### src/rtl/stt_pkg.sv
`default_nettype none

package stt_pkg;

  // Token text storage.
  localparam int MAX_TEXT_CHARS = 8;
  localparam int TEXT_BYTES     = 8;
  localparam int TEXT_W         = 8 * TEXT_BYTES;
  localparam int CNT_W          = 4;
  localparam int IDX_W          = 3;

  // Queue between the classifier and the output stage.
  localparam int QDEPTH = 4;
  localparam int QPTR_W = 2;
  localparam int QCNT_W = 3;

  // Token kinds.
  localparam logic [4:0] KIND_DATATYPE = 5'd0;
  localparam logic [4:0] KIND_RETURN   = 5'd1;
  localparam logic [4:0] KIND_IF       = 5'd2;
  localparam logic [4:0] KIND_WHILE    = 5'd3;
  localparam logic [4:0] KIND_SEMI     = 5'd4;
  localparam logic [4:0] KIND_LPAREN   = 5'd5;
  localparam logic [4:0] KIND_RPAREN   = 5'd6;
  localparam logic [4:0] KIND_LBRACE   = 5'd7;
  localparam logic [4:0] KIND_RBRACE   = 5'd8;
  localparam logic [4:0] KIND_PLUS     = 5'd9;
  localparam logic [4:0] KIND_MINUS    = 5'd10;
  localparam logic [4:0] KIND_STAR     = 5'd11;
  localparam logic [4:0] KIND_SLASH    = 5'd12;
  localparam logic [4:0] KIND_SHR      = 5'd13;
  localparam logic [4:0] KIND_SHL      = 5'd14;
  localparam logic [4:0] KIND_ASSIGN   = 5'd15;
  localparam logic [4:0] KIND_NOT      = 5'd16;
  localparam logic [4:0] KIND_NE       = 5'd17;
  localparam logic [4:0] KIND_EQ       = 5'd18;
  localparam logic [4:0] KIND_GT       = 5'd19;
  localparam logic [4:0] KIND_GE       = 5'd20;
  localparam logic [4:0] KIND_LT       = 5'd21;
  localparam logic [4:0] KIND_LE       = 5'd22;
  localparam logic [4:0] KIND_COMMA    = 5'd23;
  localparam logic [4:0] KIND_IDENT    = 5'd24;
  localparam logic [4:0] KIND_NUMBER   = 5'd25;
  localparam logic [4:0] KIND_END      = 5'd26;

  // Characters with a meaning of their own.
  localparam logic [7:0] CH_EQ     = "=";
  localparam logic [7:0] CH_BANG   = "!";
  localparam logic [7:0] CH_LT     = "<";
  localparam logic [7:0] CH_GT     = ">";
  localparam logic [7:0] CH_SEMI   = ";";
  localparam logic [7:0] CH_LPAREN = "(";
  localparam logic [7:0] CH_RPAREN = ")";
  localparam logic [7:0] CH_LBRACE = "{";
  localparam logic [7:0] CH_RBRACE = "}";
  localparam logic [7:0] CH_PLUS   = "+";
  localparam logic [7:0] CH_MINUS  = "-";
  localparam logic [7:0] CH_STAR   = "*";
  localparam logic [7:0] CH_SLASH  = "/";
  localparam logic [7:0] CH_COMMA  = ",";

  // The end token carries the text EOF, first character lowest.
  localparam logic [TEXT_W-1:0] END_TEXT = 64'h0000_0000_0046_4F45;
  localparam logic [CNT_W-1:0]  END_LEN  = 4'd3;

  // Keywords, packed with the first character in the lowest byte.
  localparam int NUM_KW = 8;
  localparam logic [TEXT_W-1:0] KW_TEXT [NUM_KW] = '{
    64'h0000_0000_0074_6E69,   // int
    64'h0000_0074_726F_6873,   // short
    64'h0000_0000_7261_6863,   // char
    64'h0000_0000_6574_7962,   // byte
    64'h0000_0000_6472_6F77,   // word
    64'h0000_6E72_7574_6572,   // return
    64'h0000_0000_0000_6669,   // if
    64'h0000_0065_6C69_6877    // while
  };
  localparam logic [CNT_W-1:0] KW_LEN [NUM_KW] = '{
    4'd3, 4'd5, 4'd4, 4'd4, 4'd4, 4'd6, 4'd2, 4'd5
  };
  localparam logic [4:0] KW_KIND [NUM_KW] = '{
    KIND_DATATYPE, KIND_DATATYPE, KIND_DATATYPE, KIND_DATATYPE, KIND_DATATYPE,
    KIND_RETURN, KIND_IF, KIND_WHILE
  };

  // Scan mode of the classifier.
  typedef enum logic [2:0] {
    MODE_IDLE = 3'b001,
    MODE_WORD = 3'b010,
    MODE_NUM  = 3'b100
  } mode_t;

  // Operator character held back for one beat of lookahead.
  typedef enum logic [4:0] {
    HELD_NONE = 5'b00001,
    HELD_EQ   = 5'b00010,
    HELD_BANG = 5'b00100,
    HELD_LT   = 5'b01000,
    HELD_GT   = 5'b10000
  } held_t;

  // One token as it leaves the block.
  typedef struct packed {
    logic [4:0]        kind;
    logic [TEXT_W-1:0] text;
    logic [CNT_W-1:0]  len;
    logic              trunc;
  } tok_t;

  // All tokens caused by one input beat: one or two.
  typedef struct packed {
    tok_t tok0;
    tok_t tok1;
    logic two;
  } rec_t;

  // Kind of a finished word: a keyword if it matches one exactly.
  function automatic logic [4:0] word_kind(input logic [TEXT_W-1:0] text,
                                           input logic [CNT_W-1:0] len,
                                           input logic ovf);
    logic [4:0] k;
    k = KIND_IDENT;
    for (int i = NUM_KW - 1; i >= 0; i--) begin
      if (!ovf && text == KW_TEXT[i] && len == KW_LEN[i]) begin
        k = KW_KIND[i];
      end
    end
    return k;
  endfunction

endpackage

`default_nettype wire

### src/rtl/stt_front.sv
`default_nettype none

module stt_front import stt_pkg::*; (
  input  wire logic clk,
  input  wire logic rst_n,
  input  wire logic in_fire,
  input  wire logic [7:0] char_code,
  input  wire logic end_of_input,
  output rec_t      push_rec,
  output logic      push
);

  mode_t             mode_r, mode_nxt;
  held_t             held_r, held_nxt;
  logic [TEXT_W-1:0] word_r, word_nxt;
  logic [CNT_W-1:0]  cnt_r, cnt_nxt;
  logic              ovf_r, ovf_nxt;

  logic is_alpha, is_digit, cont;
  logic pair_hit, punct_hit;
  logic [4:0] pair_kind, punct_kind, op_kind;
  logic [7:0] op_char;
  tok_t op_tok, open_tok, pair_tok, punct_tok, end_tok;
  tok_t first_tok, second_tok;
  logic first_v, second_v;

  // Character classes.
  assign is_alpha = char_code inside {[8'h41:8'h5A], [8'h61:8'h7A]};
  assign is_digit = char_code inside {[8'h30:8'h39]};
  assign cont = (mode_r == MODE_WORD && (is_alpha || is_digit)) ||
                (mode_r == MODE_NUM && is_digit);

  // The held operator as a single-character token.
  always_comb begin
    case (held_r)
      HELD_EQ:   begin op_kind = KIND_ASSIGN; op_char = CH_EQ;   end
      HELD_BANG: begin op_kind = KIND_NOT;    op_char = CH_BANG; end
      HELD_LT:   begin op_kind = KIND_LT;     op_char = CH_LT;   end
      HELD_GT:   begin op_kind = KIND_GT;     op_char = CH_GT;   end
      default:   begin op_kind = KIND_GT;     op_char = CH_GT;   end
    endcase
  end

  // Two-character operators formed with the held character.
  always_comb begin
    pair_hit  = 1'b1;
    pair_kind = KIND_EQ;
    if (char_code == CH_EQ) begin
      case (held_r)
        HELD_EQ:   pair_kind = KIND_EQ;
        HELD_BANG: pair_kind = KIND_NE;
        HELD_LT:   pair_kind = KIND_LE;
        HELD_GT:   pair_kind = KIND_GE;
        default:   pair_hit  = 1'b0;
      endcase
    end else if (char_code == CH_LT && held_r == HELD_LT) begin
      pair_kind = KIND_SHL;
    end else if (char_code == CH_GT && held_r == HELD_GT) begin
      pair_kind = KIND_SHR;
    end else begin
      pair_hit = 1'b0;
    end
  end

  // Single-character punctuation.
  always_comb begin
    punct_hit = 1'b1;
    case (char_code)
      CH_SEMI:   punct_kind = KIND_SEMI;
      CH_LPAREN: punct_kind = KIND_LPAREN;
      CH_RPAREN: punct_kind = KIND_RPAREN;
      CH_LBRACE: punct_kind = KIND_LBRACE;
      CH_RBRACE: punct_kind = KIND_RBRACE;
      CH_PLUS:   punct_kind = KIND_PLUS;
      CH_MINUS:  punct_kind = KIND_MINUS;
      CH_STAR:   punct_kind = KIND_STAR;
      CH_SLASH:  punct_kind = KIND_SLASH;
      CH_COMMA:  punct_kind = KIND_COMMA;
      default: begin
        punct_hit  = 1'b0;
        punct_kind = KIND_SEMI;
      end
    endcase
  end

  // Candidate tokens.
  always_comb begin
    op_tok    = '{kind: op_kind, text: TEXT_W'(op_char), len: CNT_W'(1), trunc: 1'b0};
    open_tok  = '{kind: (mode_r == MODE_WORD) ? word_kind(word_r, cnt_r, ovf_r) : KIND_NUMBER,
                  text: word_r, len: cnt_r, trunc: ovf_r};
    pair_tok  = '{kind: pair_kind, text: TEXT_W'({char_code, op_char}), len: CNT_W'(2),
                  trunc: 1'b0};
    punct_tok = '{kind: punct_kind, text: TEXT_W'(char_code), len: CNT_W'(1), trunc: 1'b0};
    end_tok   = '{kind: KIND_END, text: END_TEXT, len: END_LEN, trunc: 1'b0};
  end

  // Mode update and token selection for one beat.
  always_comb begin
    mode_nxt   = mode_r;
    held_nxt   = HELD_NONE;
    word_nxt   = word_r;
    cnt_nxt    = cnt_r;
    ovf_nxt    = ovf_r;
    first_tok  = (held_r != HELD_NONE) ? op_tok : open_tok;
    first_v    = 1'b0;
    second_tok = end_tok;
    second_v   = 1'b0;
    if (end_of_input) begin
      first_v  = (held_r != HELD_NONE) || (mode_r != MODE_IDLE);
      second_v = 1'b1;
      mode_nxt = MODE_IDLE;
      word_nxt = '0;
      cnt_nxt  = '0;
      ovf_nxt  = 1'b0;
    end else if (held_r != HELD_NONE && pair_hit) begin
      second_tok = pair_tok;
      second_v   = 1'b1;
    end else if (cont) begin
      if (cnt_r < CNT_W'(MAX_TEXT_CHARS)) begin
        word_nxt[8*cnt_r[IDX_W-1:0] +: 8] = char_code;
        cnt_nxt = cnt_r + 1'b1;
      end else begin
        ovf_nxt = 1'b1;
      end
    end else begin
      first_v  = (held_r != HELD_NONE) || (mode_r != MODE_IDLE);
      mode_nxt = MODE_IDLE;
      word_nxt = '0;
      cnt_nxt  = '0;
      ovf_nxt  = 1'b0;
      if (is_alpha || is_digit) begin
        mode_nxt      = is_alpha ? MODE_WORD : MODE_NUM;
        word_nxt[7:0] = char_code;
        cnt_nxt       = CNT_W'(1);
      end else if (char_code == CH_EQ) begin
        held_nxt = HELD_EQ;
      end else if (char_code == CH_BANG) begin
        held_nxt = HELD_BANG;
      end else if (char_code == CH_LT) begin
        held_nxt = HELD_LT;
      end else if (char_code == CH_GT) begin
        held_nxt = HELD_GT;
      end else begin
        second_tok = punct_tok;
        second_v   = punct_hit;
      end
    end
  end

  // Pack the tokens of this beat into one queue entry.
  always_comb begin
    push_rec.tok0 = first_v ? first_tok : second_tok;
    push_rec.tok1 = second_tok;
    push_rec.two  = first_v && second_v;
    push          = in_fire && (first_v || second_v);
  end

  // Scan state.
  always_ff @(posedge clk) begin
    if (!rst_n) begin
      mode_r <= MODE_IDLE;
      held_r <= HELD_NONE;
      word_r <= '0;
      cnt_r  <= '0;
      ovf_r  <= 1'b0;
    end else if (in_fire) begin
      mode_r <= mode_nxt;
      held_r <= held_nxt;
      word_r <= word_nxt;
      cnt_r  <= cnt_nxt;
      ovf_r  <= ovf_nxt;
    end
  end

endmodule

`default_nettype wire

### src/rtl/stt_queue.sv
`default_nettype none

module stt_queue import stt_pkg::*; (
  input  wire logic clk,
  input  wire logic rst_n,
  input  wire logic push,
  input  wire rec_t push_rec,
  input  wire logic pop,
  output rec_t      head_rec,
  output logic      empty,
  output logic      full
);

  rec_t              entry_r [QDEPTH];
  logic [QPTR_W-1:0] wr_r, wr_nxt;
  logic [QPTR_W-1:0] rd_r, rd_nxt;
  logic [QCNT_W-1:0] cnt_r, cnt_nxt;

  assign empty    = (cnt_r == '0);
  assign full     = (cnt_r == QCNT_W'(QDEPTH));
  assign head_rec = entry_r[rd_r];

  // Pointer and fill count update.
  always_comb begin
    wr_nxt  = push ? wr_r + 1'b1 : wr_r;
    rd_nxt  = pop ? rd_r + 1'b1 : rd_r;
    cnt_nxt = cnt_r + QCNT_W'(push) - QCNT_W'(pop);
  end

  always_ff @(posedge clk) begin
    if (!rst_n) begin
      wr_r  <= '0;
      rd_r  <= '0;
      cnt_r <= '0;
    end else begin
      wr_r  <= wr_nxt;
      rd_r  <= rd_nxt;
      cnt_r <= cnt_nxt;
    end
  end

  // Entry storage.
  always_ff @(posedge clk) begin
    if (push) begin
      entry_r[wr_r] <= push_rec;
    end
  end

endmodule

`default_nettype wire

### src/rtl/stt_back.sv
`default_nettype none

module stt_back import stt_pkg::*; (
  input  wire logic clk,
  input  wire logic rst_n,
  input  wire rec_t head_rec,
  input  wire logic empty,
  output logic      pop,
  output logic      out_valid,
  input  wire logic out_ready,
  output tok_t      out_tok,
  output logic      out_last
);

  logic valid_r, valid_nxt;
  logic sel_r, sel_nxt;
  tok_t tok_r;
  logic last_r;
  logic load, head_last;
  tok_t head_tok;

  // Next token of the head entry and whether it ends that entry.
  assign load      = !valid_r || out_ready;
  assign head_tok  = sel_r ? head_rec.tok1 : head_rec.tok0;
  assign head_last = sel_r || !head_rec.two;
  assign pop       = load && !empty && head_last;

  always_comb begin
    valid_nxt = valid_r;
    sel_nxt   = sel_r;
    if (load) begin
      valid_nxt = !empty;
      if (!empty) begin
        sel_nxt = !head_last;
      end
    end
  end

  // Output register.
  always_ff @(posedge clk) begin
    if (!rst_n) begin
      valid_r <= 1'b0;
      sel_r   <= 1'b0;
    end else begin
      valid_r <= valid_nxt;
      sel_r   <= sel_nxt;
    end
  end

  always_ff @(posedge clk) begin
    if (load && !empty) begin
      tok_r  <= head_tok;
      last_r <= head_last;
    end
  end

  assign out_valid = valid_r;
  assign out_tok   = tok_r;
  assign out_last  = last_r;

endmodule

`default_nettype wire

### src/rtl/source_text_tokenizer_core.sv
// A token passes from the classifier through a queue entry and then the output register.
// Throughput: one character per cycle while the queue has room; a character that closes
// a word and is punctuation itself yields two tokens, which leave the output one by one.
// A four-entry queue between classifier and output stage absorbs such bursts.
// Reset (rst_n low, synchronous) clears the scan mode, held operator, word buffer
// and queue; no tokens are pending afterwards.
`default_nettype none

module source_text_tokenizer_core import stt_pkg::*; (
  input  wire logic        clk,
  input  wire logic        rst_n,
  input  wire logic        in_tvalid,
  output logic             in_tready,
  input  wire logic [7:0]  in_tdata,   // [7:0] char_code
  input  wire logic        in_tlast,   // end_of_input
  output logic             out_tvalid,
  input  wire logic        out_tready,
  output logic [71:0]      out_tdata,  // [63:0] token_text, [67:64] text_length,
                                       // [68] text_truncated, [71:69] zero
  output logic [4:0]       out_tuser,  // [4:0] token_kind
  output logic             out_tlast   // last_of_run
);

  rec_t push_rec, head_rec;
  logic push, pop, empty, full, in_fire;
  tok_t out_tok;

  // The classifier takes a beat whenever the queue has room.
  assign in_tready = !full;
  assign in_fire   = in_tvalid && in_tready;

  stt_front u_front (
    .clk          (clk),
    .rst_n        (rst_n),
    .in_fire      (in_fire),
    .char_code    (in_tdata),
    .end_of_input (in_tlast),
    .push_rec     (push_rec),
    .push         (push)
  );

  stt_queue u_queue (
    .clk      (clk),
    .rst_n    (rst_n),
    .push     (push),
    .push_rec (push_rec),
    .pop      (pop),
    .head_rec (head_rec),
    .empty    (empty),
    .full     (full)
  );

  stt_back u_back (
    .clk       (clk),
    .rst_n     (rst_n),
    .head_rec  (head_rec),
    .empty     (empty),
    .pop       (pop),
    .out_valid (out_tvalid),
    .out_ready (out_tready),
    .out_tok   (out_tok),
    .out_last  (out_tlast)
  );

  // Output beat packing.
  assign out_tdata = {3'b000, out_tok.trunc, out_tok.len, out_tok.text};
  assign out_tuser = out_tok.kind;

endmodule

`default_nettype wire

### config.mk
export PLATFORM = sky130hd
export DESIGN_NAME = source_text_tokenizer_core
export DESIGN_NICKNAME = d
export VERILOG_FILES = /design/src/rtl/stt_pkg.sv /design/src/rtl/stt_front.sv /design/src/rtl/stt_queue.sv /design/src/rtl/stt_back.sv /design/src/rtl/source_text_tokenizer_core.sv
export SDC_FILE = /design/constraint.sdc
export NUM_CORES = 1
export LEC_CHECK = 0
export BUFFER_PORTS_ARGS = -buffer_cell sky130_fd_sc_hd__buf_2
export CORE_MARGIN = 2
export CORE_UTILIZATION = 40
export DETAILED_ROUTE_END_ITERATION = 8
export MAX_ROUTING_LAYER = met4
export PLACE_DENSITY = 0.56
export SKIP_LAST_GASP = 1
export SLEW_MARGIN = 5
export SYNTH_ARGS = -nofsm -noshare
export SYNTH_HDL_FRONTEND = slang
export SYNTH_SLANG_ARGS = --single-unit
### constraint.sdc
create_clock -name clk -period 12.24 [get_ports clk]
set_input_delay 0.612 -clock clk [delete_from_list [all_inputs] [get_ports clk]]
set_output_delay 0.612 -clock clk [all_outputs]
set_load 0.02 [all_outputs]
==> impl_results.md <==
* Status: complete, no violations
* Most frequent cells in the layout: 471 x edfxtp_1, 130 x nand2_1, 99 x mux4_2
* Delay-heaviest family, CP: simple AND/OR/NAND/NOR gates
* Largest net degree at the start of global routing at 80
* TNS Setup at 0 ns
* Worst Skew at 0.0174 ns
* Part of the Yosys area used for sequential elements at 0.697
* Synthesized area at 0.0228 mm²
* Commonest non-fill, non-tap cell in the layout: edfxtp_1
* Die W at 243 µm
* Post-CTS setup buffer count at 0
* Critical Path RT at 12.46 ns
* CP arrival at 4.33 ns
* H-tree depth at 2
* Sw frac at 0.276
* Initial Util at 0.405
* Setup crit start kind: register
* Final worst-path cycle share at 0.336
* VDD IR-drop max at 146 µV
* Ys async rst share at 0
* Leakage at 8.85 nW
* Min Tclk post-route at 4.12 ns
* CP endpoint kind: register
* Clk_lat worst skew at 0.60 ns
* Setup Crit Path Kind: reg -> reg
* Fin. Hold Viols at 0
* Bufs on Longest Clock Path at 3
* Pwr per Cell Area at 197 mW/mm²
* Int Pwr at 0.00367 W
* Maximum clock frequency at 243 MHz
* # IOs at 93
* CTS tree: built
* Placed cell count at 2236
* Comb pwr share at 0.190
* Post-Syn Instances at 1464
* DR vias at 12800
* Initial antenna violation count at 0
* Sink Count at 559
* Fraction of layout cells with a size suffix above 1 at 0.210
* Input/output buffers at 89
* P_sw at 0.00140 W
* RSZ-0062 raised after global routing: false
* Vias in the first global route at 12800
* DR iter-0 viols at 1110
* Slowest CP cell: buf_4
* Fin area at 0.0257 mm²
* Core area at 0.0564 mm²
* Post-Route WL at 52.6 mm
* Post-synth top flop: edfxtp_1
* # setup viols final at 0
* Root buffer cell: clkbuf_16
* Post-DP HPWL at 32.6 mm
* Post-Place Cell Area at 0.0239 mm²
* Clock transition at the registers of the reported paths at 0.06 ns
* EDFF count, synth at 471
* RePlAce Congestion at 0.890
* Worst Hold Class: in -> reg
* Max cap viols at 0
* GRT Resource Usage Total at 0.186
* Core Rows at 87
* Post-route ant nets at 0
* CP bufs+invs at 1
* DRC viols at 0
* Cell variety after synth at 75
* # nets final at 1564
* Clock buffers created by TritonCTS at 57
* Sequential share of power at 0.482
* Area delta synth->final at 12.7%
* DIE HEIGHT at 243 µm
* Final cell count without fillers at 2341
* #FFs+latches synth at 559
* Die area at 0.0590 mm²
* Synth Area per Inst at 15.6 µm²
* Final slew viol count at 0
* First-pass GRT wire length at 80.9 mm
* Avg WL per Cell at 22.5 µm
* Grt ovf at 0
* Resize count post-CTS at 0
* DRT Pass-1 Iters at 5
* Clock share of power at 0.328
* Post-CTS Hold Fix Bufs at 0
* CP peak stage delay at 0.81 ns
* YS warnings at 0
* Worst-Margin Slew at 0.933 ns
* Critical Path Fanout Max at 53
* Drt via density at 5.47
* Max transition margin at 0.378
* Cells along the critical path: or3b_2 > a211oi_1 > a21oi_1 > o2111ai_1 > o21a_2 > and2_4 > buf_4
-- layout make-up --
class / count / area (µm²)
multi-input combinational: 791 / 6420
sequential: 559 / 15900
fill: 5049 / 30700
clock buffer: 82 / 1630
timing repair buffer: 102 / 543
antenna: 1 / 2.50
tap: 756 / 946
clock inverter: 22 / 164
inverter: 28 / 106
-- path summary, 6_finish.rpt --
check / from / end / slack, ns / cells after the start
worst min-delay path: out_tready / u_back.out_valid$_SDFFE_PN0N_ / 0.30 / 4
worst max register to register: u_front.held_r[3]$_SDFFE_PN0P_ / u_queue.entry_r[1][110]$_DFFE_PP_ / 8.12 / 7
worst max-delay path: u_front.held_r[3]$_SDFFE_PN0P_ / u_queue.entry_r[1][110]$_DFFE_PP_ / 8.12 / 7
worst min register to register: u_front.word_r[40]$_SDFFE_PN0P_ / u_front.word_r[40]$_SDFFE_PN0P_ / 0.48 / 2
-- sequential cells by signal (all words and copies together) (netlist names), named ones only --
signal / flops
u_front.held_r: 5
u_queue.wr_r: 2
u_back.out_tok: 74
u_front.mode_r: 3
u_front.ovf_r: 1
u_back.out_last: 1
u_back.sel_r: 1
u_front.word_r: 64
u_queue.entry_r: 396
u_back.out_valid: 1
u_queue.rd_r: 2
u_front.cnt_r: 4
u_queue.cnt_r: 3
-- through the flow --
stage / setup slack, ns / util / hold WS (ns) / power, W
after floorplan: 7.27 / - / 0.449 / 0.00315
after global placement: 7.88 / 0.424 / 0.470 / 0.00347
after detailed placement: 7.83 / 0.424 / 0.472 / 0.00348
after CTS: 8.07 / 0.456 / 0.263 / 0.00515
after global routing: 7.82 / 0.456 / 0.306 / 0.00530
final: 8.12 / 0.456 / 0.299 / 0.00507
-- power groups by stage --
| stage | sequential (W) | combinational [W] | clock (W) |
|---|---|---|---|
| finish | 0.00244 | 0.000963 | 0.00166 |
| floorplan | 0.00263 | 0.000520 | 0 |
| detailed placement | 0.00249 | 0.000990 | 0 |
| global route | 0.00247 | 0.00105 | 0.00178 |
| CTS | 0.00245 | 0.000992 | 0.00171 |
| global placement | 0.00248 | 0.000988 | 0 |
-- cell families after synthesis --
family	count (synthesis)	synth area share
AOI/OAI and AO/OA	159	0.0451
xor gates and xnor gates	11	0.00422
adders and majority gates	12	0.00691
buffers and inverters	120	0.0236
DFF	559	0.697
muxes	102	0.0990
other	1	0.000164
and+or+nand+nor	500	0.124
-- synth_stat cells, drive strengths merged, types with 4 or more instances --
cell / count / share of area
inv: 28 / 0.0046
a21boi: 6 / 0.0020
nor3: 20 / 0.0061
nand3: 66 / 0.016
nor2b: 13 / 0.0036
and3: 62 / 0.017
nor4b: 6 / 0.0023
o21ai: 79 / 0.019
nand4b: 10 / 0.0058
a22o: 9 / 0.0035
nand2: 130 / 0.021
a21oi: 15 / 0.0035
nand3b: 9 / 0.0030
or2: 5 / 0.0014
and3b: 5 / 0.0019
clkbuf: 47 / 0.0077
a31oi: 4 / 0.0011
or4: 5 / 0.0016
and2: 65 / 0.018
edfxtp: 471 / 0.62
a211oi: 4 / 0.0013
xnor2: 6 / 0.0023
mux4: 99 / 0.098
nand2b: 11 / 0.0030
nand4: 13 / 0.0038
dfxtp: 88 / 0.077
buf: 45 / 0.011
a22oi: 7 / 0.0023
nor2: 39 / 0.0065
nor3b: 5 / 0.0016
nor4: 20 / 0.0055
ha: 11 / 0.0060
xor2: 5 / 0.0019
nor4bb: 5 / 0.0022
a21o: 9 / 0.0030
-- worst register-to-register path: cells and delay by family, from the launching register on --
family,cells,cell delay (ns)
and+or+nand+nor,2,1.18
AOI/OAI and AO/OA,4,1.05
buffers and inverters,1,0.83
DFF,1,0.62
-- routing by layer --
| metal | vias to the layer above | track usage | share of wire |
|---|---|---|---|
| li1 | 5820 | - | - |
| met1 | 6558 | 0.262 | 0.46 |
| met2 | 351 | 0.279 | 0.47 |
| met3 | 74 | 0.0351 | 0.053 |
| met4 | 0 | 0.0467 | 0.020 |
| met5 | - | - | 0 |
(Power assumes the default switching activity.)
